===== src/rtl/core/gqt_pkg.sv =====
package gqt_pkg;

   // Default grid geometry
   localparam int GRID_WIDTH_DEF   = 8;
   localparam int GRID_HEIGHT_DEF  = 6;
   localparam int ACTION_SLOTS_DEF = 5;

   // Fixed field widths
   localparam int VALUE_W = 32;
   localparam int RATE_W  = 16;
   localparam int MOVE_W  = 3;
   localparam int CSR_IDX_W = 8;

   // Register reset values (alpha 0.5, gamma 0.95)
   localparam logic [RATE_W-1:0] LEARN_RATE_RESET = 16'd32768;
   localparam logic [RATE_W-1:0] DISCOUNT_RESET   = 16'd62259;

   // Register indexes
   localparam logic [CSR_IDX_W-1:0] CSR_LEARN_RATE = 8'd0;
   localparam logic [CSR_IDX_W-1:0] CSR_DISCOUNT   = 8'd1;

   typedef struct packed {
      logic [3:0]                 cell_x;
      logic [2:0]                 cell_y;
      logic [MOVE_W-1:0]          move;
      logic signed [VALUE_W-1:0]  gain;
      logic [3:0]                 next_x;
      logic [2:0]                 next_y;
   } req_type;

   typedef struct packed {
      logic signed [VALUE_W-1:0]  new_value;
      logic [MOVE_W-1:0]          best_next_move;
      logic                       clipped;
   } rsp_type;

   // Status from the update arithmetic
   typedef struct packed {
      logic done;
      logic clipped;
   } upd_status_type;

   typedef enum logic [2:0] {
      ST_CLEAR,
      ST_IDLE,
      ST_SCAN,
      ST_CALC,
      ST_WRITE
   } state_type;

endpackage


===== src/rtl/core/gqt_update.sv =====
module gqt_update
   import gqt_pkg::*;
(
   input  logic                       clock,
   input  logic                       reset,
   input  logic                       start,
   input  logic signed [VALUE_W-1:0]  best,
   input  logic signed [VALUE_W-1:0]  old,
   input  logic signed [VALUE_W-1:0]  gain,
   input  logic [RATE_W-1:0]          learn_rate,
   input  logic [RATE_W-1:0]          discount,
   output logic signed [VALUE_W-1:0]  value,
   output upd_status_type             status
);

   // Stage 1: gamma * maxQ
   logic signed [48:0]         disc_prod_ff, disc_prod_in;
   logic signed [VALUE_W-1:0]  old1_ff, old1_in;
   logic signed [VALUE_W-1:0]  gain1_ff, gain1_in;
   logic                       v1_ff, v1_in;
   // Stage 2: target = gain + round(gamma * maxQ)
   logic signed [33:0]         target_ff, target_in;
   logic signed [VALUE_W-1:0]  old2_ff, old2_in;
   logic                       v2_ff, v2_in;
   // Stage 3: the two blend products
   logic signed [49:0]         keep_ff, keep_in;
   logic signed [50:0]         mix_ff, mix_in;
   logic                       v3_ff, v3_in;

   logic signed [48:0]         disc_rnd;
   logic signed [48:0]         disc_sh;
   logic [16:0]                inv_rate;
   logic signed [51:0]         blend;
   logic signed [51:0]         res;

   // Next values of the three stages
   always_comb begin
      disc_prod_in = $signed({1'b0, discount}) * best;
      old1_in      = old;
      gain1_in     = gain;
      v1_in        = start;

      disc_rnd  = disc_prod_ff + 49'sd32768;
      disc_sh   = disc_rnd >>> 16;
      target_in = $signed({{2{gain1_ff[VALUE_W-1]}}, gain1_ff}) + $signed(disc_sh[33:0]);
      old2_in   = old1_ff;
      v2_in     = v1_ff;

      inv_rate = 17'h10000 - {1'b0, learn_rate};
      keep_in  = $signed({1'b0, inv_rate}) * old2_ff;
      mix_in   = $signed({1'b0, learn_rate}) * target_ff;
      v3_in    = v2_ff;
   end

   always_ff @(posedge clock) begin
      if (reset) begin
         v1_ff <= 1'b0;
         v2_ff <= 1'b0;
         v3_ff <= 1'b0;
      end else begin
         v1_ff <= v1_in;
         v2_ff <= v2_in;
         v3_ff <= v3_in;
      end
      disc_prod_ff <= disc_prod_in;
      old1_ff      <= old1_in;
      gain1_ff     <= gain1_in;
      target_ff    <= target_in;
      old2_ff      <= old2_in;
      keep_ff      <= keep_in;
      mix_ff       <= mix_in;
   end

   // Sum, round to nearest (ties up) and saturate
   always_comb begin
      blend = 52'(keep_ff) + 52'(mix_ff) + 52'sd32768;
      res   = blend >>> 16;
      status.done = v3_ff;
      if (res > 52'sd2147483647) begin
         value          = 32'sh7FFFFFFF;
         status.clipped = 1'b1;
      end else if (res < -52'sd2147483648) begin
         value          = 32'sh80000000;
         status.clipped = 1'b1;
      end else begin
         value          = res[VALUE_W-1:0];
         status.clipped = 1'b0;
      end
   end

endmodule


===== config.mk =====
export PLATFORM = sky130hd
export DESIGN_NAME = gqt_update
export DESIGN_NICKNAME = d
export VERILOG_FILES = /design/src/rtl/core/gqt_pkg.sv /design/src/rtl/core/gqt_update.sv
export SDC_FILE = /design/constraint.sdc
export NUM_CORES = 2
export LEC_CHECK = 0
export BUFFER_PORTS_ARGS = -buffer_cell sky130_fd_sc_hd__buf_2
export CAP_MARGIN = 10
export CORE_MARGIN = 5
export CORE_UTILIZATION = 23
export DETAILED_ROUTE_END_ITERATION = 6
export SYNTH_ARGS = -nofsm -noshare
export SYNTH_HDL_FRONTEND = slang
export SYNTH_SLANG_ARGS = --single-unit
export TNS_END_PERCENT = 30

===== constraint.sdc =====
create_clock -name clock -period 10.4 [get_ports clock]
set_input_delay 0.52 -clock clock [delete_from_list [all_inputs] [get_ports clock]]
set_output_delay 0.52 -clock clock [all_outputs]
set_load 0.01 [all_outputs]

# Word-level counts from Yosys, hierarchy flattened
# Cells that the tools add are included.
[word_totals] register_bits=283 latch_bits=0 mem_bits_rw=0 mem_bits_ro=0 inputBits=131 wordCells=24 mem_count=0
[op_classes] n_addsub=5 n_mul=3 div=0 n_lt_le_gt_ge=2 eq_ne=0 shift=0 muxes=4 bitwise_logic=0 reduce_logical=0
[ops] cell="$mux W32" count=2
[ops] cell="$add A50 B51 Y52" count=1
[ops] cell="$add A52 B17 Y52 const B" count=1
[ops] cell="$mul A17 B34 Y51" count=1
[ops] cell="$mul A18 B32 Y50" count=1
[ops] cell="$add A49 B17 Y49 const B" count=1
[ops] cell="$mul A17 B32 Y49" count=1
[ops] cell="$gt A36 B32 Y1 const B" count=1
[ops] cell="$lt A36 B32 Y1 const B" count=1
[ops] cell="$add A32 B33 Y34" count=1
[ops] cell="$sub A17 B16 Y17 const A" count=1
[ops] cell="$mux W1" count=2

# Logic depth before layout (Yosys ltp)
[depth] word_depth=5 ltp_mapped=34 depth_no_buf=29

# Least setup slack after synthesis
# No wires, ideal clock.
[synth_timing] kind="input -> register" from="input learn_rate[3]" to="register keep_ff[43]" arrival_time_ns=7.763 required_ns=10.305 setup_slack_ns=2.541 path_stages=30 cell_sequence="clkbuf_1 -> or4_1 -> nor3_1 -> nand2_1 -> nor4_1 -> xnor2_1 -> clkbuf_1 -> nand2_1 -> fa_1 -> inv_1 -> fa_1 -> fa_1 -> fa_1 -> fa_1 -> inv_1 -> fa_1 -> inv_1 -> ha_1 -> clkbuf_1 -> and2_1 -> nor2_1 -> a21oi_1 -> o31a_1 -> o21a_1 -> a311oi_2 -> o21ai_2 -> a21oi_2 -> o21ai_1 -> a211o_1 -> o311ai_1"
[synth_via] elab_chain_len=2
[synth_rtl] item="from (decl)" line="gqt_update.sv:10" text="input logic [RATE_W-1:0] learn_rate,"
[synth_rtl] item="$sub A17 B16 Y17" line="gqt_update.sv:49" text="inv_rate = 17'h10000 - {1'b0, learn_rate};"
[synth_rtl] item="$mul A18 B32 Y50" line="gqt_update.sv:50" text="keep_in = $signed({1'b0, inv_rate}) * old2_ff;"
[synth_rtl] item="via keep_in[43]" line="gqt_update.sv:26" text="logic signed [49:0] keep_ff, keep_in;"
[synth_rtl] item="to (signal assigned)" line="gqt_update.sv:70" text="keep_ff <= keep_in;"
[synth_rtl] item="to (decl)" line="gqt_update.sv:26"
# The timed path passes the listed nets, and every way through them passes these cells.
# A chain may end at the register's enable or synchronous reset.

# Worst setup path in the final report
[layout_timing] from="input learn_rate[2]" to="register keep_ff[43]"
# The elaborated chain is that of the path after synthesis.

==> results.py <==
metrics = {
    "run_status": {
        "status": "finished, final reports clean",
    },
    "sta": {
        "min_period_over_period_pct": 81.43,
        "setup_slack_ns": 1.932,
        "finalSetupTns_ns": 0,
        "fmax_mhz": 118.1,
        "rsz0062_at_grt": "no",
        "worstMarginPinSlew_ns": 0.9884,
        "slew-limit-headroom_pct": 34.11,
        "drv_slew": 0,
        "period_minus_slack_ns": 8.468,
        "skew_ns": 0.04935,
        "finalHoldViolCount": 0,
        "setup_viol": 0,
    },
    "setup_path": {
        "crit_type": "in2reg",
        "cp_slowest_cell": "or4_1",
        "crit_path_start_kind": "input pin",
        "crit_top_cell": "fa_1",
        "endpoint_kind": "flop",
        "crit_fanout": 19,
        "required_ns": 10.93,
        "critical-path-max-stage-delay_ns": 0.58,
        "crit_arrival_ns": 9.00,
    },
    "yosys": {
        "async_flop_share_pct": 0,
        "syn_area_mm2": 0.06601,
        "synth_top_area_share_pct": 46.28,
        "synth_fp_nets": 9384,
        "synth_cell_type_count": 96,
        "synth_edf_count": 0,
        "synthCells": 7239,
        "synth_area_leaders": "fa_1 (46%), inv_1 (9.9%), ha_1 (9.3%)",
        "yosysSeqAreaShare_pct": 8.128,
        "ys.flop_type": "dfxtp_1",
        "avgSynthCellArea_um2": 9.118,
        "synth_warnings": 0,
        "synth_seq_cells": 268,
        "synth_top_cell_by_area": "fa_1",
    },
    "placement": {
        "hpwl_um": 142200,
        "gp_congestion": 0.8643,
        "io_buffers": 164,
        "dpl_worst_slack_ns": 1.315,
    },
    "floorplanning": {
        "die_w_um": 545.7,
        "core-area_mm2": 0.2855,
        "die_y_um": 545.7,
        "rows": 196,
        "io-pin-count": 165,
        "dieArea_mm2": 0.2978,
        "start_util_pct": 23.12,
    },
    "global_routing": {
        "grt_overflow_total": 0,
        "grt_pass1_vias": 51170,
        "grt_max_degree": 39,
        "grt_pass1_wl_um": 289800,
        "antenna_found_initial": 15,
        "grt_use_total_pct": 12.18,
    },
    "clock_network": {
        "cts_sinks": 268,
        "clk_pin_slew_ns": 0.06,
        "worstSkewPairLatency_ns": 0.64,
        "root_buffer": "clkbuf_16",
        "clockBufferDepth": 3,
        "tritoncts": "done",
        "cts_made_buffers": 37,
        "htree_levels": 2,
    },
    "route": {
        "drt_pass1_iterations": 5,
        "num_vias": 46790,
        "routed_wl_um": 177800,
        "drt-wirelength-per-cell_um": 16.12,
        "drc": 0,
        "vias_per_cell": 4.242,
        "drt_iter0_drc": 2446,
        "ant_nets": 0,
    },
    "layout": {
        "fin_nets": 9385,
        "final_util_pct": 25.42,
        "fillers": 30890,
        "area_delta_synth_final_pct": 9.912,
        "drive_gt1_share_pct": 5.218,
    },
    "hold_path": {
        "hp-class": "in2reg",
    },
    "flow_run": {
        "maxCapViolations": 0,
    },
}
==> path summary, 6_finish.rpt <==
check	cells past startpoint	slack, ns	start	to
setup / recovery	28	1.93	learn_rate[2]	keep_ff[43]$_DFF_P_
hold / removal	1	0.06	gain[25]	gain1_ff[25]$_DFF_P_
setup reg to reg	22	2.86	target_ff[8]$_DFF_P_	mix_ff[49]$_DFF_P_
hold reg to reg	0	0.32	old1_ff[12]$_DFF_P_	old2_ff[12]$_DFF_P_
==> logic make-up after synthesis <==
group | synth area share [%]
buffers and inverters | 11.62
and+or+nand+nor | 15.28
adders and majority gates | 55.53
AOI/OAI and AO/OA | 6.274
xor gates and xnor gates | 3.114
DFF | 8.128
muxes | 0.04550
==> critical path: cells and delay by family <==
family,cells,cell delay [ns]
buffers and inverters,4,0.66
adders and majority gates,7,3.25
and+or+nand+nor,7,2.27
xor gates and xnor gates,1,0.38
AOI/OAI and AO/OA,9,1.91
==> synthesized netlist by cell type (29+ instances only) <==
cell and instances:
inv_1 1735, fa_1 1526, nand2_1 1060, and2_1 646, ha_1 488, clkbuf_1 273, dfxtp_1 268, a21oi_1 180
xnor2_1 162, nor2_1 126, a21o_1 95, o21ai_0 79, xor2_1 69, nand3_1 64, nor2b_1 38, o21ai_2 35
nand4_1 29
==> registers in the layout, indices dropped and copies added (netlist names) <==
register      cells
mix_ff           51
keep_ff          50
disc_prod_ff     34
target_ff        34
gain1_ff         32
old1_ff          32
old2_ff          32
v1_ff             1
v2_ff             1
v3_ff             1
==> per-stage QoR <==
stage / hold slack [ns] / cell area [µm²] / std cells
floorplan: 0.3096 / 66010 / 7239
global placement: 0.3116 / 70970 / 10930
detailed placement: 0.3121 / 70970 / 10930
CTS: 0.008738 / 72540 / 11030
global route: 0.03257 / 72540 / 11030
finish: 0.06282 / 72550 / 11030
==> routing by layer <==
metal	GRT usage, %	up-vias	wire, µm
met5	0	-	27
met4	3.222	4	5126
met3	2.486	230	12500
met2	20.15	1236	82590
met1	16.18	23960	77530
li1	-	21360	-
==> timing repair <==
item                                   CTS  global route
buffers inserted                         0             0
endpoints found under the hold margin   32             0
gates resized for setup                  0             0
hold buffers                            32             0
setup endpoints to repair                0             0
==> layout by cell type, fill, tap and decap left out, types with 9 or more instances in the layout <==
cell type / count
xor2_1: 65
a211oi_1: 12
dlygate4sd3_1: 32
o21ai_2: 35
nor2b_1: 38
o21ai_0: 79
o21a_1: 23
o21bai_1: 27
a21oi_1: 180
inv_1: 1735
buf_2: 164
nor2_1: 125
a21o_1: 95
xnor2_1: 152
nand2_1: 1060
o31ai_1: 9
buf_4: 58
and3_1: 26
nand2b_1: 26
nor4_1: 11
dfxtp_1: 268
a31oi_1: 17
nor3_1: 24
ha_1: 488
nand4_1: 29
o21ai_1: 18
and2_1: 646
clkbuf_16: 38
fa_1: 1526
nand3_1: 64
xnor2_2: 11
==> area by class of cell <==
type                            instances  area [µm²]  share of cell area [%]
Sequential cell                       268        5365                   7.395
Clock inverter                         19       241.5                  0.3329
Timing Repair Buffer                  255        1597                   2.201
Multi-Input combinational cell       4943       53110                   73.21
Inverter                             1735        6513                   8.977
Antenna cell                            4       10.01                 0.01380
Tap cell                             3762        4707                   6.488
Clock buffer                           44        1003                   1.383
Power is left out: the tool's default activity adds up to more than one toggle a clock period on the data nets, which glitch-free logic cannot reach.
